## src/sync_length_frame_deframer_assert.svh

```systemverilog
// Assertion macros used by the deframer parser module.
`ifndef SYNC_LENGTH_FRAME_DEFRAMER_ASSERT_SVH
`define SYNC_LENGTH_FRAME_DEFRAMER_ASSERT_SVH

// Same-cycle implication, disabled while reset is asserted.
`define SLFD_ASSERT_IMP(label, clk, rst_n, ante, cons) \
  label: assert property (@(posedge clk) disable iff (!rst_n) (ante) |-> (cons)) \
    else $error("deframer assertion failed");

// Next-cycle implication, disabled while reset is asserted.
`define SLFD_ASSERT_NEXT(label, clk, rst_n, ante, cons) \
  label: assert property (@(posedge clk) disable iff (!rst_n) (ante) |=> (cons)) \
    else $error("deframer assertion failed");

`endif

```

## src/slfd_pkg.sv

```systemverilog
`default_nettype none

package slfd_pkg;

  localparam logic [7:0] SYNC_FIRST  = 8'h94;
  localparam logic [7:0] SYNC_SECOND = 8'hC3;

  localparam logic [8:0] LIMIT_CAP   = 9'd256;
  localparam logic [8:0] LIMIT_RESET = 9'd256;

  localparam logic KIND_PAYLOAD = 1'b0;
  localparam logic KIND_REJECT  = 1'b1;

  typedef enum logic [4:0] {
    PH_HUNT1   = 5'b00001,
    PH_HUNT2   = 5'b00010,
    PH_LEN_HI  = 5'b00100,
    PH_LEN_LO  = 5'b01000,
    PH_PAYLOAD = 5'b10000
  } phase_t;

  typedef struct packed {
    logic        kind;
    logic [7:0]  data_byte;
    logic [7:0]  byte_index;
    logic        last;
    logic [15:0] frame_length;
  } result_t;

endpackage

`default_nettype wire

```

## src/slfd_in_stage.sv

```systemverilog
`default_nettype none

module slfd_in_stage (
  input  wire logic       clk,
  input  wire logic       rst_n,
  input  wire logic       in_valid,
  output logic            in_stall,
  input  wire logic [7:0] in_rx_byte,
  input  wire logic       advance,
  output logic            valid,
  output logic [7:0]      rx_byte
);

  logic       valid_r;
  logic       valid_nxt;
  logic [7:0] byte_r;
  logic       load;

  // The register frees up in the same cycle its word moves on.
  assign in_stall = valid_r && !advance;
  assign load     = in_valid && !in_stall;

  always_comb begin
    valid_nxt = valid_r;
    if (load) begin
      valid_nxt = 1'b1;
    end else if (advance) begin
      valid_nxt = 1'b0;
    end
  end

  always_ff @(posedge clk) begin
    if (!rst_n) begin
      valid_r <= 1'b0;
    end else begin
      valid_r <= valid_nxt;
    end
  end

  always_ff @(posedge clk) begin
    if (load) begin
      byte_r <= in_rx_byte;
    end
  end

  assign valid   = valid_r;
  assign rx_byte = byte_r;

endmodule

`default_nettype wire

```

## src/slfd_parser.sv

```systemverilog
`default_nettype none
`include "sync_length_frame_deframer_assert.svh"

module slfd_parser
  import slfd_pkg::*;
(
  input  wire logic       clk,
  input  wire logic       rst_n,
  input  wire logic       fire,
  input  wire logic [7:0] rx_byte,
  input  wire logic [8:0] limit,
  output logic            res_valid,
  output result_t         res
);

  phase_t      phase_r;
  phase_t      phase_nxt;
  logic [15:0] length_r;
  logic [15:0] length_nxt;
  logic [7:0]  count_r;
  logic [7:0]  count_nxt;
  logic [8:0]  lim_eff;
  logic [15:0] len_full;
  logic [8:0]  idx_inc;
  logic        fin;

  assign lim_eff  = (limit > LIMIT_CAP) ? LIMIT_CAP : limit;
  assign len_full = {length_r[15:8], rx_byte};
  assign idx_inc  = {1'b0, count_r} + 9'd1;
  assign fin      = {7'd0, idx_inc} >= length_r;

  always_comb begin
    phase_nxt  = phase_r;
    length_nxt = length_r;
    count_nxt  = count_r;
    res_valid  = 1'b0;
    res        = '0;
    if (fire) begin
      unique case (phase_r)
        PH_HUNT1: begin
          if (rx_byte == SYNC_FIRST) begin
            phase_nxt = PH_HUNT2;
          end
        end
        PH_HUNT2: begin
          // A repeated first sync byte keeps the hunt waiting for the second.
          if (rx_byte == SYNC_SECOND) begin
            phase_nxt = PH_LEN_HI;
          end else if (rx_byte != SYNC_FIRST) begin
            phase_nxt = PH_HUNT1;
          end
        end
        PH_LEN_HI: begin
          length_nxt = {rx_byte, 8'd0};
          phase_nxt  = PH_LEN_LO;
        end
        PH_LEN_LO: begin
          count_nxt = 8'd0;
          if (len_full == 16'd0 || len_full >= {7'd0, lim_eff}) begin
            res_valid        = 1'b1;
            res.kind         = KIND_REJECT;
            res.frame_length = len_full;
            length_nxt       = 16'd0;
            phase_nxt        = PH_HUNT1;
          end else begin
            length_nxt = len_full;
            phase_nxt  = PH_PAYLOAD;
          end
        end
        PH_PAYLOAD: begin
          res_valid        = 1'b1;
          res.kind         = KIND_PAYLOAD;
          res.data_byte    = rx_byte;
          res.byte_index   = count_r;
          res.last         = fin;
          res.frame_length = length_r;
          if (fin) begin
            count_nxt  = 8'd0;
            length_nxt = 16'd0;
            phase_nxt  = PH_HUNT1;
          end else begin
            count_nxt = idx_inc[7:0];
          end
        end
        default: begin
          phase_nxt = PH_HUNT1;
        end
      endcase
    end
  end

  always_ff @(posedge clk) begin
    if (!rst_n) begin
      phase_r  <= PH_HUNT1;
      length_r <= 16'd0;
      count_r  <= 8'd0;
    end else begin
      phase_r  <= phase_nxt;
      length_r <= length_nxt;
      count_r  <= count_nxt;
    end
  end

  `SLFD_ASSERT_IMP(a_index_in_frame, clk, rst_n,
    res_valid && res.kind == KIND_PAYLOAD, 16'(res.byte_index) < res.frame_length)
  `SLFD_ASSERT_IMP(a_reject_length, clk, rst_n,
    res_valid && res.kind == KIND_REJECT,
    res.frame_length == 16'd0 || res.frame_length >= 16'(lim_eff))
  `SLFD_ASSERT_NEXT(a_last_rehunt, clk, rst_n, res_valid && res.last,
    phase_r == PH_HUNT1 && length_r == 16'd0 && count_r == 8'd0)

endmodule

`default_nettype wire

```

## src/slfd_out_stage.sv

```systemverilog
`default_nettype none

module slfd_out_stage
  import slfd_pkg::*;
(
  input  wire logic    clk,
  input  wire logic    rst_n,
  input  wire logic    res_valid,
  input  wire result_t res,
  output logic         ready,
  output logic         out_valid,
  input  wire logic    out_stall,
  output result_t      out_res
);

  logic    valid_r;
  logic    valid_nxt;
  result_t res_r;

  // The register may load whenever it is empty or its word leaves this cycle.
  assign ready = !valid_r || !out_stall;

  always_comb begin
    valid_nxt = valid_r;
    if (ready) begin
      valid_nxt = res_valid;
    end
  end

  always_ff @(posedge clk) begin
    if (!rst_n) begin
      valid_r <= 1'b0;
    end else begin
      valid_r <= valid_nxt;
    end
  end

  always_ff @(posedge clk) begin
    if (ready && res_valid) begin
      res_r <= res;
    end
  end

  assign out_valid = valid_r;
  assign out_res   = res_r;

endmodule

`default_nettype wire

```

## src/sync_length_frame_deframer.sv

```systemverilog
// Datapath: a word accepted into the input register is parsed as it leaves it,
// and any result it yields is captured in the result register.
// Throughput: one word per cycle; the input and result registers each stall only
// while the word ahead of them is held by a stalled consumer.
// Reset: synchronous, active low; clears both stages and the frame state and
// sets the frame length limit to 256.
`default_nettype none

module sync_length_frame_deframer
  import slfd_pkg::*;
(
  input  wire logic        clk,
  input  wire logic        rst_n,
  input  wire logic        cfg_we,
  input  wire logic [8:0]  cfg_wdata,
  input  wire logic        in_valid,
  output logic             in_stall,
  input  wire logic [7:0]  in_rx_byte,
  output logic             out_valid,
  input  wire logic        out_stall,
  output logic             out_kind,
  output logic [7:0]       out_data_byte,
  output logic [7:0]       out_byte_index,
  output logic             out_last,
  output logic [15:0]      out_frame_length
);

  logic [8:0] limit_r;
  logic       ready;
  logic       stage_valid;
  logic [7:0] stage_byte;
  logic       fire;
  logic       res_valid;
  result_t    res;
  result_t    out_res;

  always_ff @(posedge clk) begin
    if (!rst_n) begin
      limit_r <= LIMIT_RESET;
    end else if (cfg_we) begin
      limit_r <= cfg_wdata;
    end
  end

  assign fire = stage_valid && ready;

  slfd_in_stage u_in_stage (
    .clk        (clk),
    .rst_n      (rst_n),
    .in_valid   (in_valid),
    .in_stall   (in_stall),
    .in_rx_byte (in_rx_byte),
    .advance    (ready),
    .valid      (stage_valid),
    .rx_byte    (stage_byte)
  );

  slfd_parser u_parser (
    .clk       (clk),
    .rst_n     (rst_n),
    .fire      (fire),
    .rx_byte   (stage_byte),
    .limit     (limit_r),
    .res_valid (res_valid),
    .res       (res)
  );

  slfd_out_stage u_out_stage (
    .clk       (clk),
    .rst_n     (rst_n),
    .res_valid (res_valid),
    .res       (res),
    .ready     (ready),
    .out_valid (out_valid),
    .out_stall (out_stall),
    .out_res   (out_res)
  );

  assign out_kind         = out_res.kind;
  assign out_data_byte    = out_res.data_byte;
  assign out_byte_index   = out_res.byte_index;
  assign out_last         = out_res.last;
  assign out_frame_length = out_res.frame_length;

endmodule

`default_nettype wire
```

## config.mk

```make
export PLATFORM = sky130hd
export DESIGN_NAME = sync_length_frame_deframer
export DESIGN_NICKNAME = d
export VERILOG_FILES = /design/src/slfd_pkg.sv /design/src/slfd_in_stage.sv /design/src/slfd_parser.sv /design/src/slfd_out_stage.sv /design/src/sync_length_frame_deframer.sv
export VERILOG_INCLUDE_DIRS = /design/src /design/src/src
export SDC_FILE = /design/constraint.sdc
export NUM_CORES = 1
export LEC_CHECK = 0
export BUFFER_PORTS_ARGS = -buffer_cell sky130_fd_sc_hd__buf_2
export CAP_MARGIN = 20
export CORE_ASPECT_RATIO = 0.5
export CORE_MARGIN = 3
export CORE_UTILIZATION = 40
export DETAILED_ROUTE_END_ITERATION = 16
export SLEW_MARGIN = 10
export SYNTH_ARGS = -nofsm -noshare
export SYNTH_HDL_FRONTEND = slang
export SYNTH_SLANG_ARGS = --single-unit
```

## constraint.sdc

```tcl
create_clock -name clk -period 8.7 [get_ports clk]
set_input_delay 0.87 -clock clk [delete_from_list [all_inputs] [get_ports clk]]
set_output_delay 0.87 -clock clk [all_outputs]
set_load 0.02 [all_outputs]
```

==> results of run 1 <==
logic make-up (layout without fill, tap and decap cells):
group | Yosys count | in the layout | share of synthesized area, %
flops | 82 | 82 | 52.3
simple gates | 159 | 159 | 21.0
mux | 16 | 16 | 4.06
fa+ha+maj | 19 | 19 | 6.03
buf+inv | 31 | 88 | 3.17
xor+xnor | 7 | 7 | 1.55
compound gates | 68 | 68 | 11.9
report_power, final:
part / switching (mW) / internal (mW) / leakage, nW
sequential: 0.00994 / 0.410 / 0.637
clock: 0.149 / 0.229 / 0.141
combinational: 0.0157 / 0.0119 / 1.02
cell type report:
class	instances	area (sq um)	share of cell area, %
clock inverter	5	53.8	1.16
timing repair buffer	58	293	6.33
sequential	82	2060	44.6
inverter	14	52.6	1.14
multi-input combinational	269	1760	38.0
tap	130	163	3.52
clock buffer	11	243	5.25
cell usage after synthesis, types with 2 or more instances:
| cell type | instances |
|---|---|
| sky130_fd_sc_hd__dfxtp_1 | 40 |
| sky130_fd_sc_hd__clkbuf_1 | 14 |
| sky130_fd_sc_hd__and2_2 | 2 |
| sky130_fd_sc_hd__mux2i_1 | 16 |
| sky130_fd_sc_hd__ha_1 | 19 |
| sky130_fd_sc_hd__xor2_1 | 5 |
| sky130_fd_sc_hd__and2_1 | 12 |
| sky130_fd_sc_hd__o221a_1 | 3 |
| sky130_fd_sc_hd__o211ai_1 | 3 |
| sky130_fd_sc_hd__and3b_1 | 2 |
| sky130_fd_sc_hd__a211oi_1 | 2 |
| sky130_fd_sc_hd__xnor2_1 | 2 |
| sky130_fd_sc_hd__inv_1 | 12 |
| sky130_fd_sc_hd__nor2b_1 | 7 |
| sky130_fd_sc_hd__o2111ai_1 | 2 |
| sky130_fd_sc_hd__a22oi_1 | 8 |
| sky130_fd_sc_hd__a31oi_1 | 3 |
| sky130_fd_sc_hd__a21oi_1 | 16 |
| sky130_fd_sc_hd__nand2_1 | 39 |
| sky130_fd_sc_hd__and3_1 | 27 |
| sky130_fd_sc_hd__nor4_1 | 3 |
| sky130_fd_sc_hd__nand3_1 | 17 |
| sky130_fd_sc_hd__o21ai_0 | 15 |
| sky130_fd_sc_hd__edfxtp_1 | 42 |
| sky130_fd_sc_hd__clkinv_1 | 2 |
| sky130_fd_sc_hd__nor3_1 | 6 |
| sky130_fd_sc_hd__o21a_1 | 3 |
| sky130_fd_sc_hd__a21boi_0 | 2 |
| sky130_fd_sc_hd__nor2_1 | 29 |
| sky130_fd_sc_hd__or2_2 | 3 |
state kept, by name (all words and copies together) (netlist names):
signal and cells:
u_out_stage.out_res 34, u_parser.phase_r 5, u_in_stage.valid 1, u_parser.count_r 8
u_out_stage.out_valid 1, u_in_stage.rx_byte 8, limit_r 9, u_parser.length_r 16
worst max-delay path, delay by kind of cell (launching register included):
kind / cells / cell delay (ps)
adders and majority gates: 1 / 290
DFF: 1 / 530
AOI/OAI and AO/OA: 4 / 1350
and+or+nand+nor: 2 / 390
buffers and inverters: 3 / 500
layer usage:
layer / vias up / GRT usage, % / routed length (um)
met4: 0 / 4.32 / 98
met2: 105 / 23.3 / 3610
met5: - / 0 / 0
li1: 1492 / - / -
met1: 1336 / 24.6 / 4590
met3: 10 / 5.53 / 723
how the worst max path moves through the flow:
stage / startpoint / end / slack, ps / cells after the start
floorplan: limit_r[8] / u_out_stage.out_res[12] / 5710 / 10
global placement: u_in_stage.rx_byte[0] / u_out_stage.out_res[12] / 5350 / 10
detailed placement: u_in_stage.rx_byte[0] / u_out_stage.out_res[12] / 5360 / 10
CTS: u_in_stage.rx_byte[0] / u_out_stage.out_res[12] / 5330 / 10
global route: u_in_stage.rx_byte[0] / u_out_stage.out_res[12] / 5160 / 10
finish: u_in_stage.rx_byte[0] / u_out_stage.out_res[12] / 5370 / 10
==> impl_metrics.yaml, run 1 <==
placement:
  detailed_place_hpwl_mm: 6.36
  post-place-ws_ps: 5360
  place_inst: 553
  placed_area_sq_um: 4330
  port_buffers: 57
  global_placement_routability_congestion: 0.843
global_route:
  grt_first_pass_wirelength_mm: 14.9
  initial_antenna_violation_count: 0
  grt_pass1_vias: 2870
  grt_use_total_pct: 16.7
  global_route.overflow_total: 0
  grt_max_degree: 39
cells_and_area:
  final_layout_size_suffix_gt1_share_pct: 18.9
  final_design_area_no_fill_sq_um: 4620
  utilization_pct: 50.7
  n_fill_cell: 864
  nNetsFinal: 475
  antenna_cells: 0
  layout.cells.most_common_list: "sky130_fd_sc_hd__buf_2, sky130_fd_sc_hd__edfxtp_1, sky130_fd_sc_hd__dfxtp_1, sky130_fd_sc_hd__nand2_1, sky130_fd_sc_hd__nor2_1"
  flow.area_growth_from_synthesis_pct: 17.2
  leading_cell_type_in_the_layout_fill_and_taps_excluded: "sky130_fd_sc_hd__buf_2"
  filler_free_cell_count_of_the_finished_design: 569
setup_path:
  ff2ff_path_depth: 10
  timing_worst_setup_path_type: "reg -> reg"
  crit_fanout: 38
  timing.rr.start: "u_in_stage.rx_byte[0]"
  worst-endpoint-required_ps: 8800
  start_kind: "register"
  worst-endpoint-arrival_ps: 3430
  crit_chain: "inv_1, ha_1, nand2b_1, a2111oi_0, o2bb2ai_1, o21a_1, a21oi_1, inv_1, buf_4, and2_2"
  kind_of_end_point_of_the_critical_path: "register"
  cp_dominant_cell_by_count: "sky130_fd_sc_hd__inv_1"
  regToRegEndpoint: "u_out_stage.out_res[12]"
  critical-path-max-stage-delay_ps: 530
  regToRegSetupSlack_ps: 5370
  worst_path_max_delay_cell: "sky130_fd_sc_hd__edfxtp_1"
routing:
  detailedRoute.firstPassIterationCount: 7
  num_vias: 2943
  drt-wirelength-per-cell_um: 15.9
  postRouteAntennaNets: 0
  detailedRoute.firstIterationViolations: 238
  totalWireLength_mm: 9.02
  detail_route.vias_per_cell: 5.17
  post_route_drc: 0
synth:
  netlist-cell-type-count: 56
  synth_area_sq_um: 3950
  number_of_flip_flops_and_latches_in_the_synthesized_netlist: 82
  postSynth.asyncResetShare_pct: 0
  syn-instance-count: 382
  synthFlopType: "sky130_fd_sc_hd__edfxtp_1"
  ys_seq_area_share_pct: 52.3
  syn_avg_cell_area_sq_um: 10.3
  ys_top_cells_by_area: "sky130_fd_sc_hd__edfxtp_1, sky130_fd_sc_hd__dfxtp_1, sky130_fd_sc_hd__ha_1"
  mappedNetlistNets: 423
  synth_warnings: 0
  synth_top_area_share_pct: 32.0
  synth_edf_count: 42
  post-synth-top-area-cell: "sky130_fd_sc_hd__edfxtp_1"
sta:
  timing.final.crit_share_pct: 38.3
  fin_skew_ps: 6.32
  worst_hold_slack_ps: 472
  setup_slack_ps: 5370
  maxClockFrequency_mhz: 300
  hold_viol_final: 0
  maxSlewViolCount: 0
  worstMarginPinSlew_ps: 916
  setup_tns_ps: 0
  rsz0062_at_grt: "no"
  period_minus_slack_ps: 3330
  finalSetupViolations: 0
  worst_relative_slew_slack_pct: 38.2
die:
  coreArea_sq_um: 9130
  initial_cell_density_of_the_core_pct: 43.2
  ios: 58
  dieWidth_um: 146
  die-area_sq_um: 11200
  die_y_um: 76.2
  std_cell_rows: 24
clock_tree:
  cts.hold.buffers_added: 0
  cts_resized: 0
  worstSkewPairLatency_ps: 340
  ctsRootBufferMaster: "sky130_fd_sc_hd__clkbuf_16"
  max-clock-path-buffers: 2
  cts.sinks: 82
  cts_buffers: 9
  cts_max_level: 3
  cts.clk_slew.worst_paths_ps: 60
  cts_post_setup_buffers_inserted: 0
  tritoncts: "built"
pwr:
  power.density_cell_area_nw_per_um2: 178
  total_power_uw: 825
  p_leak_nw: 1.80
  irDropWorstVdd_mv: 0.0942
flow_run:
  drv.max_cap_violation_count: 0
status:
  outcome: "complete, no violations"
hold_path:
  hold-path-endpoint: "u_parser.length_r[10]"
  hp-class: "reg -> reg"
  timing.hold.worst.start: "u_parser.length_r[10]"
  whs_path_depth: 2
Note: power is estimated with default switching activity, not from simulation.
==> run 2, diff against run 1 <==
--- a/config.mk
+++ b/config.mk
@@ -6,6 +6,7 @@
 export SDC_FILE = /design/constraint.sdc
 export NUM_CORES = 1
 export LEC_CHECK = 0
+export ABC_AREA = 1
 export BUFFER_PORTS_ARGS = -buffer_cell sky130_fd_sc_hd__buf_2
 export CAP_MARGIN = 20
 export CORE_ASPECT_RATIO = 0.5
==> constraint.sdc (replaced) <==
create_clock -name clk -period 3.5 [get_ports clk]
set_input_delay 0.35 -clock clk [delete_from_list [all_inputs] [get_ports clk]]
set_output_delay 0.35 -clock clk [all_outputs]
set_load 0.02 [all_outputs]
==> run 2 against run 1 <==
Via count increased by 14%. Die area increased by 6.3%. First-iteration DRC count increased by 4.6%. Total power increased to 2.9 times the previous value. Critical path type unchanged. Non-clock buffer count increased by 3.
==> impl_metrics.yaml, run 2 <==
status:
  outcome: "complete, no violations"
sta:
  fin_skew_ps: 4.12
  maxSlewViolCount: 0
  rsz0062_at_grt: "no"
  setup_slack_ps: 648
  setup_tns_ps: 0
  hold_viol_final: 0
  maxClockFrequency_mhz: 351
  worstMarginPinSlew_ps: 706
  timing.final.crit_share_pct: 81.5
  finalSetupViolations: 0
  worst_relative_slew_slack_pct: 52.9
  period_minus_slack_ps: 2850
flow_run:
  drv.max_cap_violation_count: 0
cells_and_area:
  layout.cells.most_common_list: "sky130_fd_sc_hd__nand2_1, sky130_fd_sc_hd__nor2_1, sky130_fd_sc_hd__inv_1, sky130_fd_sc_hd__buf_2, sky130_fd_sc_hd__edfxtp_1"
  flow.area_growth_from_synthesis_pct: 18.6
  final_design_area_no_fill_sq_um: 4990
  largest_register_ffs: 34
  leading_cell_type_in_the_layout_fill_and_taps_excluded: "sky130_fd_sc_hd__nand2_1"
  final_layout_size_suffix_gt1_share_pct: 19.8
  nNetsFinal: 602
  filler_free_cell_count_of_the_finished_design: 701
  n_fill_cell: 971
  multi_input_area_sq_um: 1810
  antenna_cells: 0
  seq_area_sq_um: 2060
setup_path:
  timing_worst_setup_path_type: "reg -> reg"
  worst-endpoint-arrival_ps: 3060
  start_kind: "register"
  path_delay_family: "simple AND/OR/NAND/NOR gates"
  crit_fanout: 20
  worst-path-stages: 18
  regToRegEndpoint: "u_parser.length_r[3]"
  critical-path-max-stage-delay_ps: 400
  worst-endpoint-required_ps: 3700
  regToRegSetupSlack_ps: 650
  timing.rr.start: "u_parser.count_r[0]"
  critical_path.endpoint: "u_parser.length_r[3]"
  timing.critical_path.buf_inv: 2
  kind_of_end_point_of_the_critical_path: "register"
  crit_start: "u_parser.count_r[0]"
  worst_path_max_delay_cell: "sky130_fd_sc_hd__dfxtp_1"
  ff2ff_path_depth: 18
  crit_chain: "inv_1, nor3_2, nand4_1, nor2_1, xor2_1, ha_1, nand2_1, inv_1, nand2_1, nand2_1, nor2_1, nand2_1, nand2_1, nand3_4, nand2_4, nor2_1, nor2_1, nor2_1"
placement:
  port_buffers: 57
  detailed_place_hpwl_mm: 6.78
  placed_area_sq_um: 4610
  post-place-ws_ps: 653
  place_inst: 685
  global_placement_routability_congestion: 0.806
routing:
  detailedRoute.firstIterationViolations: 249
  detailedRoute.firstPassIterationCount: 4
  detail_route.vias_per_cell: 4.77
  post_route_drc: 0
  postRouteAntennaNets: 0
  num_vias: 3345
  totalWireLength_mm: 9.33
  drt-wirelength-per-cell_um: 13.3
synth:
  synthTopCellsByCount: "sky130_fd_sc_hd__nand2_1, sky130_fd_sc_hd__nor2_1, sky130_fd_sc_hd__inv_1"
  multiplexer_fraction_of_the_synthesized_cell_area_pct: 0
  postSynth.asyncResetShare_pct: 0
  post_synthesis_compound_gate_area_fraction_pct: 6.84
  post-synth-top-area-cell: "sky130_fd_sc_hd__edfxtp_1"
  ys_seq_area_share_pct: 49.0
  synth.most_common_cell: "sky130_fd_sc_hd__nand2_1"
  synthFlopType: "sky130_fd_sc_hd__edfxtp_1"
  synth_area_sq_um: 4210
  ys_top_cells_by_area: "sky130_fd_sc_hd__edfxtp_1, sky130_fd_sc_hd__dfxtp_1, sky130_fd_sc_hd__nand2_1"
  synth_warnings: 0
  synthSimpleGateAreaFrac_pct: 29.7
  synthesized_area_fraction_occupied_by_xor_and_xnor_cells_pct: 0.833
  synth_top_area_share_pct: 30.0
  synth_top_family_by_area: "simple AND/OR/NAND/NOR gates"
  syn-instance-count: 502
  number_of_flip_flops_and_latches_in_the_synthesized_netlist: 82
  share_of_synthesized_cell_area_in_full_adder_half_adder_and_majority_cells_pct: 5.65
  synth_edf_count: 42
  syn_avg_cell_area_sq_um: 8.38
  mappedNetlistNets: 543
  netlist-cell-type-count: 34
global_route:
  initial_antenna_violation_count: 0
  grt_use_total_pct: 17.0
  global_route.overflow_total: 0
  grt_pass1_vias: 3113
  grt_first_pass_wirelength_mm: 15.7
  grt_max_degree: 28
clock_tree:
  cts.clk_slew.worst_paths_ps: 60
  tritoncts: "built"
  cts_resized: 0
  cts_max_level: 3
  cts.sinks: 82
  cts_post_setup_buffers_inserted: 0
  worstSkewPairLatency_ps: 340
  ctsRootBufferMaster: "sky130_fd_sc_hd__clkbuf_16"
  max-clock-path-buffers: 2
  cts.hold.buffers_added: 0
  cts_buffers: 9
die:
  dieWidth_um: 151
  coreArea_sq_um: 9820
  std_cell_rows: 25
  ios: 58
  die-area_sq_um: 11900
  initial_cell_density_of_the_core_pct: 42.8
  die_y_um: 78.5
pwr:
  irDropWorstVdd_mv: 0.226
  p_leak_nw: 1.99
  power.density_cell_area_nw_per_um2: 472
hold_path:
  hp-class: "in -> reg"
==> run 2: metal layers <==
layer  up-vias  routed length, um  GRT usage, %
li1       1767                  -             -
met1      1492               4890          25.6
met2        80               3750          23.3
met3         6                614          4.84
met4         0                 76          4.88
met5         -                  0             0
==> run 2: worst reg2reg max path, stage by stage (launching register included) <==
cell                      delay (ps)
sky130_fd_sc_hd__dfxtp_1         400
sky130_fd_sc_hd__inv_1            90
sky130_fd_sc_hd__nor3_2          260
sky130_fd_sc_hd__nand4_1         140
sky130_fd_sc_hd__nor2_1          130
sky130_fd_sc_hd__xor2_1          220
sky130_fd_sc_hd__ha_1            280
sky130_fd_sc_hd__nand2_1          70
sky130_fd_sc_hd__inv_1            50
sky130_fd_sc_hd__nand2_1          60
sky130_fd_sc_hd__nand2_1          40
sky130_fd_sc_hd__nor2_1           90
sky130_fd_sc_hd__nand2_1          70
sky130_fd_sc_hd__nand2_1         100
sky130_fd_sc_hd__nand3_4         250
sky130_fd_sc_hd__nand2_4         250
sky130_fd_sc_hd__nor2_1           70
sky130_fd_sc_hd__nor2_1          110
sky130_fd_sc_hd__nor2_1           50
==> run 2: per-stage QoR <==
step | total power [mW] | hold WS, ps | utilization, %
after floorplan | 1.16 | 449 | -
after global placement | 1.21 | 476 | 47.0
after detailed placement | 1.21 | 479 | 47.0
after CTS | 2.38 | 175 | 50.8
after global routing | 2.45 | 174 | 50.8
final | 2.36 | 184 | 50.8
==> run 2: worst min path at each step <==
| stage | startpoint | to | slack, ps | cells past startpoint |
|---|---|---|---|---|
| finish | in_rx_byte[7] | u_in_stage.rx_byte[7] | 180 | 1 |
| global route | in_rx_byte[2] | u_in_stage.rx_byte[2] | 170 | 1 |
| CTS | in_rx_byte[7] | u_in_stage.rx_byte[7] | 180 | 1 |
| detailed placement | u_parser.count_r[6] | u_parser.count_r[6] | 480 | 2 |
| global placement | u_parser.count_r[6] | u_parser.count_r[6] | 480 | 2 |
| floorplan | in_rx_byte[0] | u_in_stage.rx_byte[0] | 450 | 0 |
==> run 2: kinds of logic after synthesis <==
kind of cell	after synthesis
simple gates	260
fa+ha+maj	19
xor+xnor	4
buf+inv	81
compound gates	56
flops	82
==> run 2: report_power, final <==
part	leakage (nW)	switching [mW]	internal (mW)	total, mW
sequential	0.648	0.0298	1.02	1.05
clock	0.179	0.376	0.791	1.17
combinational	1.16	0.0863	0.0495	0.136
==> run 2: area by class of cell <==
cell class / count / share of cell area, %
well taps: 135 / 3.39
clock inverters: 6 / 2.73
inverters: 68 / 5.14
clock buffers: 10 / 4.79
multi-input cells: 339 / 36.3
flip-flops and latches: 82 / 41.3
repair buffers: 61 / 6.32
